--- src/design/fmd_pkg.sv ---
// ----------------------------------------------------------------------------
// fmd_pkg
// shared widths, register indexes and the divider lane type of the fuzzy
// membership degree block
// ----------------------------------------------------------------------------
package fmd_pkg;

    localparam int VALUE_WIDTH = 16;
    localparam int FRAC_BITS   = 15;
    localparam int DEG_W       = FRAC_BITS + 1;
    localparam int CFG_INDEX_W = 3;
    localparam int CFG_DATA_W  = VALUE_WIDTH;
    localparam int NUM_LANES   = 2;

    localparam logic [DEG_W-1:0] ONE_DEG = DEG_W'(1) << FRAC_BITS;

    // register indexes
    localparam logic [CFG_INDEX_W-1:0] REG_POINT_A = CFG_INDEX_W'(0);
    localparam logic [CFG_INDEX_W-1:0] REG_POINT_B = CFG_INDEX_W'(1);
    localparam logic [CFG_INDEX_W-1:0] REG_POINT_C = CFG_INDEX_W'(2);
    localparam logic [CFG_INDEX_W-1:0] REG_POINT_D = CFG_INDEX_W'(3);
    localparam logic [CFG_INDEX_W-1:0] REG_SHAPE   = CFG_INDEX_W'(4);

    // lane positions
    localparam int LANE_UP   = 0;
    localparam int LANE_DOWN = 1;

    typedef struct packed {
        logic signed [VALUE_WIDTH-1:0] point_a;
        logic signed [VALUE_WIDTH-1:0] point_b;
        logic signed [VALUE_WIDTH-1:0] point_c;
        logic signed [VALUE_WIDTH-1:0] point_d;
        logic                          shape_is_trap;
    } fmd_cfg_t;

    typedef struct packed {
        logic                   fixed;
        logic                   fixed_one;
        logic [VALUE_WIDTH-1:0] rem;
        logic [VALUE_WIDTH-1:0] den;
        logic [FRAC_BITS-1:0]   quo;
    } fmd_lane_t;

    typedef fmd_lane_t [NUM_LANES-1:0] fmd_lanes_t;

    function automatic logic [DEG_W-1:0] lane_degree(input fmd_lane_t lane);
        logic [DEG_W-1:0] deg;
        if (lane.fixed)
        begin
            deg = lane.fixed_one ? ONE_DEG : '0;
        end
        else
        begin
            deg = {1'b0, lane.quo};
        end
        return deg;
    endfunction

endpackage

--- src/design/fmd_in_if.sv ---
// ----------------------------------------------------------------------------
// fmd_in_if
// input item channel: one signed crisp value per item
// ----------------------------------------------------------------------------
interface fmd_in_if;
    import fmd_pkg::*;

    logic                          valid;
    logic                          ready;
    logic signed [VALUE_WIDTH-1:0] crisp_value;

    modport source (output valid, output crisp_value, input ready);
    modport sink   (input valid, input crisp_value, output ready);
endinterface

--- src/design/fmd_out_if.sv ---
// ----------------------------------------------------------------------------
// fmd_out_if
// result item channel: one membership degree per item
// ----------------------------------------------------------------------------
interface fmd_out_if;
    import fmd_pkg::*;

    logic             valid;
    logic             ready;
    logic [DEG_W-1:0] degree;

    modport source (output valid, output degree, input ready);
    modport sink   (input valid, input degree, output ready);
endinterface

--- src/design/fmd_prep.sv ---
// ----------------------------------------------------------------------------
// fmd_prep
// classifies both edges of the set for one item and loads the divider lanes
// ----------------------------------------------------------------------------
module fmd_prep (
    input  logic                                  clk,
    input  logic                                  rst_n,
    input  logic                                  adv,
    input  logic                                  valid_in,
    input  logic signed [fmd_pkg::VALUE_WIDTH-1:0] crisp_value,
    input  fmd_pkg::fmd_cfg_t                     cfg,
    output logic                                  valid_out,
    output fmd_pkg::fmd_lanes_t                   lanes_out
);
    import fmd_pkg::*;

    logic       valid_reg;
    fmd_lanes_t lanes_reg;
    fmd_lanes_t lanes_next;

    logic signed [VALUE_WIDTH-1:0] fall_lo;
    logic signed [VALUE_WIDTH-1:0] fall_hi;

    function automatic logic [VALUE_WIDTH-1:0] diff(
        input logic signed [VALUE_WIDTH-1:0] x,
        input logic signed [VALUE_WIDTH-1:0] y
    );
        logic signed [VALUE_WIDTH:0] t;
        t = {x[VALUE_WIDTH-1], x} - {y[VALUE_WIDTH-1], y};
        return t[VALUE_WIDTH-1:0];
    endfunction

    always_comb
    begin
        fall_lo = cfg.shape_is_trap ? cfg.point_c : cfg.point_b;
        fall_hi = cfg.shape_is_trap ? cfg.point_d : cfg.point_c;

        // rising edge
        lanes_next[LANE_UP].fixed     = 1'b1;
        lanes_next[LANE_UP].fixed_one = 1'b0;
        lanes_next[LANE_UP].rem       = diff(crisp_value, cfg.point_a);
        lanes_next[LANE_UP].den       = diff(cfg.point_b, cfg.point_a);
        lanes_next[LANE_UP].quo       = '0;
        if (cfg.point_b < cfg.point_a)
        begin
            lanes_next[LANE_UP].fixed_one = 1'b1;
        end
        else if (cfg.point_b == cfg.point_a)
        begin
            lanes_next[LANE_UP].fixed_one = (crisp_value >= cfg.point_a);
        end
        else if (crisp_value <= cfg.point_a)
        begin
            lanes_next[LANE_UP].fixed_one = 1'b0;
        end
        else if (crisp_value >= cfg.point_b)
        begin
            lanes_next[LANE_UP].fixed_one = 1'b1;
        end
        else
        begin
            lanes_next[LANE_UP].fixed = 1'b0;
        end

        // falling edge
        lanes_next[LANE_DOWN].fixed     = 1'b1;
        lanes_next[LANE_DOWN].fixed_one = 1'b0;
        lanes_next[LANE_DOWN].rem       = diff(fall_hi, crisp_value);
        lanes_next[LANE_DOWN].den       = diff(fall_hi, fall_lo);
        lanes_next[LANE_DOWN].quo       = '0;
        if (fall_hi < fall_lo)
        begin
            lanes_next[LANE_DOWN].fixed_one = 1'b1;
        end
        else if (fall_hi == fall_lo)
        begin
            lanes_next[LANE_DOWN].fixed_one = (crisp_value <= fall_hi);
        end
        else if (crisp_value >= fall_hi)
        begin
            lanes_next[LANE_DOWN].fixed_one = 1'b0;
        end
        else if (crisp_value <= fall_lo)
        begin
            lanes_next[LANE_DOWN].fixed_one = 1'b1;
        end
        else
        begin
            lanes_next[LANE_DOWN].fixed = 1'b0;
        end
    end

    always_ff @(posedge clk or negedge rst_n)
    begin
        if (!rst_n)
        begin
            valid_reg <= 1'b0;
        end
        else if (adv)
        begin
            valid_reg <= valid_in;
        end
    end

    always_ff @(posedge clk)
    begin
        if (adv)
        begin
            lanes_reg <= lanes_next;
        end
    end

    assign valid_out = valid_reg;
    assign lanes_out = lanes_reg;

endmodule

--- src/design/fmd_div_cell.sv ---
// ----------------------------------------------------------------------------
// fmd_div_cell
// one restoring division step for both edge lanes, one quotient bit per cell
// ----------------------------------------------------------------------------
module fmd_div_cell (
    input  logic                clk,
    input  logic                rst_n,
    input  logic                adv,
    input  logic                valid_in,
    input  fmd_pkg::fmd_lanes_t lanes_in,
    output logic                valid_out,
    output fmd_pkg::fmd_lanes_t lanes_out
);
    import fmd_pkg::*;

    logic       valid_reg;
    fmd_lanes_t lanes_reg;
    fmd_lanes_t lanes_next;

    logic [VALUE_WIDTH:0] rem2 [NUM_LANES];
    logic [VALUE_WIDTH:0] sub2 [NUM_LANES];
    logic                 ge   [NUM_LANES];

    always_comb
    begin
        for (int i = 0; i < NUM_LANES; i++)
        begin
            rem2[i] = {lanes_in[i].rem, 1'b0};
            sub2[i] = rem2[i] - {1'b0, lanes_in[i].den};
            ge[i]   = (rem2[i] >= {1'b0, lanes_in[i].den});

            lanes_next[i]     = lanes_in[i];
            lanes_next[i].rem = ge[i] ? sub2[i][VALUE_WIDTH-1:0] : rem2[i][VALUE_WIDTH-1:0];
            lanes_next[i].quo = {lanes_in[i].quo[FRAC_BITS-2:0], ge[i]};
        end
    end

    always_ff @(posedge clk or negedge rst_n)
    begin
        if (!rst_n)
        begin
            valid_reg <= 1'b0;
        end
        else if (adv)
        begin
            valid_reg <= valid_in;
        end
    end

    always_ff @(posedge clk)
    begin
        if (adv)
        begin
            lanes_reg <= lanes_next;
        end
    end

    assign valid_out = valid_reg;
    assign lanes_out = lanes_reg;

endmodule

--- src/design/fuzzy_membership_degree_top.sv ---
// ----------------------------------------------------------------------------
// fuzzy_membership_degree_top
// membership degree of a crisp value in a triangular or trapezoidal set
//
// sample channel takes one signed crisp value per item, result channel
// returns one unsigned Q1.15 degree per item, in order
// breakpoints and shape are written through cfg_write / cfg_index / cfg_data;
// the user must write them only while no item is in flight, the block does not enforce it
// each item passes an edge classifier stage, a row of 15 division cells
// (one quotient bit of both edges per cell) and an output register
// one item per cycle is accepted as long as the result side keeps up
// when the receiver stalls the whole row holds and sample.ready drops
// until the output register is taken
// reset clears all breakpoints to 0, selects triangle and empties the row
// ----------------------------------------------------------------------------
module fuzzy_membership_degree_top (
    input  logic                           clk,
    input  logic                           rst_n,
    input  logic                           cfg_write,
    input  logic [fmd_pkg::CFG_INDEX_W-1:0] cfg_index,
    input  logic [fmd_pkg::CFG_DATA_W-1:0]  cfg_data,
    fmd_in_if.sink                         sample,
    fmd_out_if.source                      result
);
    import fmd_pkg::*;

    fmd_cfg_t cfg_reg;
    fmd_cfg_t cfg_next;

    logic             adv;
    logic             out_valid_reg;
    logic [DEG_W-1:0] degree_reg;
    logic [DEG_W-1:0] degree_next;
    logic [DEG_W-1:0] up_deg;
    logic [DEG_W-1:0] down_deg;

    logic       chain_valid [FRAC_BITS+1];
    fmd_lanes_t chain_lanes [FRAC_BITS+1];

    // configuration registers
    always_comb
    begin
        cfg_next = cfg_reg;
        if (cfg_write)
        begin
            case (cfg_index)
                REG_POINT_A: cfg_next.point_a       = cfg_data[VALUE_WIDTH-1:0];
                REG_POINT_B: cfg_next.point_b       = cfg_data[VALUE_WIDTH-1:0];
                REG_POINT_C: cfg_next.point_c       = cfg_data[VALUE_WIDTH-1:0];
                REG_POINT_D: cfg_next.point_d       = cfg_data[VALUE_WIDTH-1:0];
                REG_SHAPE:   cfg_next.shape_is_trap = cfg_data[0];
                default:     cfg_next = cfg_reg;
            endcase
        end
    end

    always_ff @(posedge clk or negedge rst_n)
    begin
        if (!rst_n)
        begin
            cfg_reg <= '0;
        end
        else
        begin
            cfg_reg <= cfg_next;
        end
    end

    // whole row moves when the output register is free or being taken
    assign adv          = !out_valid_reg || result.ready;
    assign sample.ready = adv;

    fmd_prep u_prep (
        .clk         (clk),
        .rst_n       (rst_n),
        .adv         (adv),
        .valid_in    (sample.valid),
        .crisp_value (sample.crisp_value),
        .cfg         (cfg_reg),
        .valid_out   (chain_valid[0]),
        .lanes_out   (chain_lanes[0])
    );

    for (genvar k = 0; k < FRAC_BITS; k++)
    begin : g_cell
        fmd_div_cell u_cell (
            .clk       (clk),
            .rst_n     (rst_n),
            .adv       (adv),
            .valid_in  (chain_valid[k]),
            .lanes_in  (chain_lanes[k]),
            .valid_out (chain_valid[k+1]),
            .lanes_out (chain_lanes[k+1])
        );
    end

    // smaller of the rising and falling edge degrees
    always_comb
    begin
        up_deg      = lane_degree(chain_lanes[FRAC_BITS][LANE_UP]);
        down_deg    = lane_degree(chain_lanes[FRAC_BITS][LANE_DOWN]);
        degree_next = (up_deg < down_deg) ? up_deg : down_deg;
    end

    always_ff @(posedge clk or negedge rst_n)
    begin
        if (!rst_n)
        begin
            out_valid_reg <= 1'b0;
        end
        else if (adv)
        begin
            out_valid_reg <= chain_valid[FRAC_BITS];
        end
    end

    always_ff @(posedge clk)
    begin
        if (adv)
        begin
            degree_reg <= degree_next;
        end
    end

    assign result.valid  = out_valid_reg;
    assign result.degree = degree_reg;

endmodule
--- src/flat_wrapper.sv ---
// flat-port wrapper written by rule: the top's interface ports become plain ports
module fuzzy_membership_degree_top_flat import fmd_pkg::*;
  (clk, rst_n, cfg_write, cfg_index, cfg_data, sample_valid, sample_crisp_value, sample_ready, result_valid, result_degree, result_ready);
  fmd_in_if sample_i ();
  fmd_out_if result_i ();
  input  logic clk;
  input  logic rst_n;
  input  logic cfg_write;
  input  logic [fmd_pkg::CFG_INDEX_W-1:0] cfg_index;
  input  logic [fmd_pkg::CFG_DATA_W-1:0] cfg_data;
  input wire logic [$bits(sample_i.valid)-1:0] sample_valid;
  input wire logic [$bits(sample_i.crisp_value)-1:0] sample_crisp_value;
  output wire logic [$bits(sample_i.ready)-1:0] sample_ready;
  output wire logic [$bits(result_i.valid)-1:0] result_valid;
  output wire logic [$bits(result_i.degree)-1:0] result_degree;
  input wire logic [$bits(result_i.ready)-1:0] result_ready;
  assign sample_i.valid = sample_valid;
  assign sample_i.crisp_value = sample_crisp_value;
  assign sample_ready = sample_i.ready;
  assign result_valid = result_i.valid;
  assign result_degree = result_i.degree;
  assign result_i.ready = result_ready;
  fuzzy_membership_degree_top u_core (.clk(clk), .rst_n(rst_n), .cfg_write(cfg_write), .cfg_index(cfg_index), .cfg_data(cfg_data), .sample(sample_i), .result(result_i));
endmodule
--- config.mk ---
export PLATFORM = sky130hd
export DESIGN_NAME = fuzzy_membership_degree_top_flat
export DESIGN_NICKNAME = d
export VERILOG_FILES = /design/src/design/fmd_pkg.sv /design/src/design/fmd_in_if.sv /design/src/design/fmd_out_if.sv /design/src/design/fmd_prep.sv /design/src/design/fmd_div_cell.sv /design/src/design/fuzzy_membership_degree_top.sv /design/src/flat_wrapper.sv
export SDC_FILE = /design/constraint.sdc
export NUM_CORES = 2
export LEC_CHECK = 0
export BUFFER_PORTS_ARGS = -buffer_cell sky130_fd_sc_hd__clkbuf_2
export CAP_MARGIN = 20
export CORE_ASPECT_RATIO = 0.6
export CORE_MARGIN = 2
export CORE_UTILIZATION = 30
export DETAILED_ROUTE_END_ITERATION = 10
export GPL_TIMING_DRIVEN = 0
export PLACE_DENSITY_LB_ADDON = 0.05
export SYNTH_ARGS = -nofsm -noshare
export SYNTH_HDL_FRONTEND = slang
export SYNTH_SLANG_ARGS = --single-unit
--- constraint.sdc ---
create_clock -name clk -period 69.9 [get_ports clk]
set_input_delay 3.495 -clock clk [delete_from_list [all_inputs] [get_ports clk]]
set_output_delay 3.495 -clock clk [all_outputs]
set_load 0.02 [all_outputs]
# Yosys cells after proc, flatten, opt, wreduce, memory -nomap -nowiden
# Index checks and enable logic that the tools add are counted.
[word_totals]
ff_bits = 1362
input_bits = 40
output_inout_bits = 18
elab_cells = 333
[op_classes]
n_addsub = 32
magnitude_cmp = 39
n_eq_ne = 6
mux = 41
reduce_logical = 10
[ops]
columns = ["operator", "n"]
rows = [
  ["$mux 16", 35],
  ["$sub 16x16->16", 32],
  ["$ge 17x16->1", 30],
  ["$ge 16x16->1", 3],
  ["$le 16x16->1", 3],
  ["$lt 16x16->1", 3],
  ["$eq 16x16->1", 2],
  ["$reduce_and 2->1", 5],
  ["$eq 3x2->1 const B", 2],
  ["$mux 1", 6],
  ["$reduce_or 3->1", 2],
  ["$eq 3x1->1 const B", 1],
  ["$eq 3x3->1 const B", 1],
  ["$logic_not 3->1", 1],
  ["$logic_not 1->1", 1],
  ["$logic_or 1x1->1", 1],
]

# Depth between registers and ports, before layout
[depth]
ltp_word = 5
depth_mapped = 13

# Hierarchy
# Synthesis repeated with hierarchy kept, for this count alone.
[hier_totals]
cells_unflattened = 6883
area_unflattened_um2 = 87828.0
[modules_own_cells]
columns = ["module", "instances", "cells_each", "area_each_um2", "seq_area_each_um2"]
rows = [
  ["fmd_div_cell", 15, 396, 5177.5, 2967.8],
  ["fmd_prep", 1, 676, 6487.5, 2067.0],
  ["fuzzy_membership_degree_top", 1, 267, 3678.5, 2132.0],
]

# Worst setup path after synthesis
# No wires, ideal clock.
[synth_timing]
kind = "input port to flip-flop"
start = "input result_ready"
end = "register u_core.g_cell[10].u_cell.valid_reg"
t_arrival_ns = 43.059
required_time_ns = 69.699
slack_ns = 26.640
cell_stages = 4
path_buffers = 2
path_cell_list = "nand2b_1 -> clkbuf_1 -> buf_1 -> mux2_2"
[synth_between]
elab_chain_cells = 1
[synth_lines]
columns = ["item", "line", "source"]
rows = [
  ["start: declaration", "flat_wrapper.sv:16", "input wire logic [$bits(result_i.ready)-1:0] result_ready;"],
  ["$logic_or 1x1->1", "fuzzy_membership_degree_top.sv:70", "assign adv = !out_valid_reg || result.ready;"],
  ["net sample_ready", "flat_wrapper.sv:13", "output wire logic [$bits(sample_i.ready)-1:0] sample_ready;"],
  ["end signal: assignment", "fmd_div_cell.sv:46", "valid_reg <= valid_in;"],
  ["end: declaration", "fmd_div_cell.sv:16", "logic valid_reg;"],
]
# The timed path passes the listed nets, and every way through them passes these cells.
# A chain may end at the register's enable or synchronous reset.

# Worst setup path after layout
[layout_timing]
start = "input result_ready"
end = "output sample_ready"
[layout_between]
elab_chain_cells = 1
[layout_lines]
columns = ["item", "line"]
rows = [
  ["$logic_or 1x1->1", "fuzzy_membership_degree_top.sv:70"],
  ["end: declaration", "flat_wrapper.sv:13"],
]
# No other way between the ends.

==> results_dict.tcl <==
set metrics [dict create \
    finalHoldViolations 0 \
    pre_cts_ws_ps 61340 \
    yosysSeqAreaShare 0.541 \
    syn_area_um2 74800 \
    period_needed_ps 8490 \
    cp.required_ps 66400 \
    setup_slack_ps 61410 \
    startpoint_type "input port" \
    cts_sinks 1362 \
    regToRegEndpoint "u_core.u_prep.lanes_out[79]" \
    start_util 0.303 \
    dr.pass1.iters 5 \
    nets 7218 \
    gp_congestion 0.852 \
    die_h_um 391 \
    syn_nets 6959 \
    dp_hpwl_mm 149 \
    cts_setup_buffers 0 \
    holdCritPathClass "reg -> reg" \
    track_usage 0.149 \
    cts_resized 0 \
    overflow 0 \
    period_share 0.122 \
    r2r-start "u_core.cfg_reg[0]" \
    ant_nets 0 \
    slowest_stage "buf_2" \
    clkSlewWorstSetupHoldPaths_ps 60 \
    wire_per_inst_um 19.4 \
    die_w_um 649 \
    cp_max_fo 29 \
    syn_area_per_cell_um2 11.9 \
    hold_buffers 0 \
    cts_max_path_buffers 4 \
    drv_cap 0 \
    cp.buffers_inverters 5 \
    yosys_warnings 0 \
    largest_reg_flops 1196 \
    grt_max_degree 57 \
    synth_top_flop_cell "edfxtp_1" \
    ys_ff_latch 1362 \
    min_from "u_core.g_cell[10].u_cell.lanes_out[8]" \
    finalSetupTns_ps 0 \
    final_area_um2 84900 \
    rows 141 \
    status "finished clean" \
    worstPathArrival_ps 5000 \
    clkLatencyLatePin_ps 820 \
    rsz0062_at_grt "false" \
    tightest_slew_ps 1150 \
    relSlewSlack 0.226 \
    fmax_mhz 118 \
    initialDrtViolationCount 3853 \
    placedInstanceArea_um2 80000 \
    syn_to_final_growth_pct 13.5 \
    cts_made_buffers 158 \
    whs_ps 396 \
    grt_pass1_vias 46400 \
    portBuffers 57 \
    dieArea_um2 253000 \
    drive_above_1_share 0.104 \
    max_stage_delay_ps 500 \
    hold_depth 0 \
    cpMostUsedCell "clkbuf_2" \
    hold_end "u_core.g_cell[11].u_cell.lanes_out[9]" \
    ff2ff_setup_slack_ps 64940 \
    end_kind "output pin" \
    grt_pass1_wl_mm 293 \
    vias 48500 \
    cts_root_buffer "clkbuf_16" \
    fin_skew_ps 56.4 \
    reg2reg_depth 13 \
    setup_viol 0 \
    cp_cell_sequence "clkbuf_2 > nand2b_1 > clkbuf_1 > buf_2 > buf_12 > clkbuf_2" \
    synth_cell_type_count 95 \
    critical-path-top-delay-family "buffers and inverters" \
    synth-edff-count 1280 \
    drc_errors 0 \
    via_per_inst 4.87 \
    finalWirelength_mm 193 \
    cts_tree "yes" \
    drv_slew 0 \
    antenna_found_initial 22 \
    crit_type "in -> out" \
    nFillCells 24400 \
    synthCells 6297 \
    synthArstFlopShare 0.0602 \
    core-area_um2 247000 \
    cts_htree_levels 4 \
    io_pins 58 \
]
[layout by cell type (no fill, tap or decap), drive strengths merged, types with 28 or more instances in the layout]
| master | n |
|---|---|
| o21a | 166 |
| nor3 | 123 |
| ha | 590 |
| dfrtp | 82 |
| xnor2 | 169 |
| nand2 | 401 |
| nand4 | 76 |
| o31ai | 78 |
| inv | 680 |
| fa | 32 |
| a21o | 113 |
| and2 | 40 |
| nor2b | 102 |
| mux2i | 63 |
| nand2b | 55 |
| edfxtp | 1280 |
| nand3 | 42 |
| clkinv | 51 |
| o21ai | 394 |
| mux2 | 307 |
| a2111oi | 31 |
| nor2 | 374 |
| buf | 77 |
| clkbuf | 317 |
| o31a | 36 |
| a211o | 31 |
| and3 | 54 |
| o211ai | 28 |
| a21oi | 309 |
| or3 | 50 |
| a211oi | 58 |
| xor2 | 126 |
[layer usage]
layer	global-route usage	vias to the layer above	wire [um]
li1	-	23900	-
met1	0.260	23400	113000
met2	0.180	1025	66500
met3	0.0244	249	9650
met4	0.0298	8	3420
met5	0	-	35
[through the flow]
stage | cells | util
floorplan | 6297 | -
global placement | 9643 | 0.321
detailed placement | 9684 | 0.324
CTS | 9960 | 0.344
global route | 9963 | 0.344
finish | 9965 | 0.344
[cells in the mapped netlist, drive strengths merged, types with 18 or more instances]
master,n,area share
a2111oi,31,0.0039
a211o,31,0.0036
a211oi,58,0.0061
a21boi,27,0.0027
a21o,113,0.011
a21oi,309,0.021
a31oi,25,0.0021
and2,40,0.0033
and3,54,0.0045
and4,22,0.0026
buf,36,0.0030
clkbuf,51,0.0026
dfrtp,82,0.027
edfxtp,1280,0.51
fa,32,0.0086
ha,590,0.099
inv,678,0.034
mux2,307,0.047
mux2i,63,0.0084
nand2,401,0.020
nand2b,55,0.0046
nand3,42,0.0028
nand3b,20,0.0020
nand4,76,0.0064
nor2,374,0.019
nor2b,102,0.0085
nor3,123,0.0082
o211ai,28,0.0028
o21a,166,0.017
o21ai,394,0.027
o21bai,20,0.0020
o311ai,18,0.0021
o31a,36,0.0042
o31ai,78,0.0087
or3,50,0.0042
xnor2,169,0.020
xor2,126,0.015
[final cells by class]
class                           instances  area, um^2  area share
Antenna cell                            4        10.0    0.000118
Buffer                                 87         414     0.00488
Clock buffer                          208        4380      0.0516
Clock inverter                         68         538     0.00634
Inverter                              678        2540      0.0300
Multi-Input combinational cell       4170       31300       0.369
Sequential cell                      1362       40500       0.477
Tap cell                             3289        4120      0.0485
Timing Repair Buffer                   99        1080      0.0127
[kinds of logic after synthesis]
group / Yosys count / synth area share
buffers and inverters: 765 / 0.0395
DFF: 1362 / 0.541
xor gates and xnor gates: 295 / 0.0345
AOI/OAI and AO/OA: 1474 / 0.131
adders and majority gates: 622 / 0.107
and+or+nand+nor: 1409 / 0.0909
muxes: 370 / 0.0550
[worst max path at each step]
stage	from	end	slack [ps]	depth (start not counted)
2_1_floorplan	result_ready	u_core.g_cell[10].u_cell.valid_out	26640	4
4_1_cts	result_ready	sample_ready	61340	6
3_3_place_gp	result_ready	sample_ready	6150	5
6_report	result_ready	sample_ready	61410	6
5_1_grt	result_ready	sample_ready	61210	6
3_5_place_dp	result_ready	sample_ready	61340	6
Power is not shown: default switching activity piles up to over one toggle a cycle in this logic, so the estimate is an artifact.
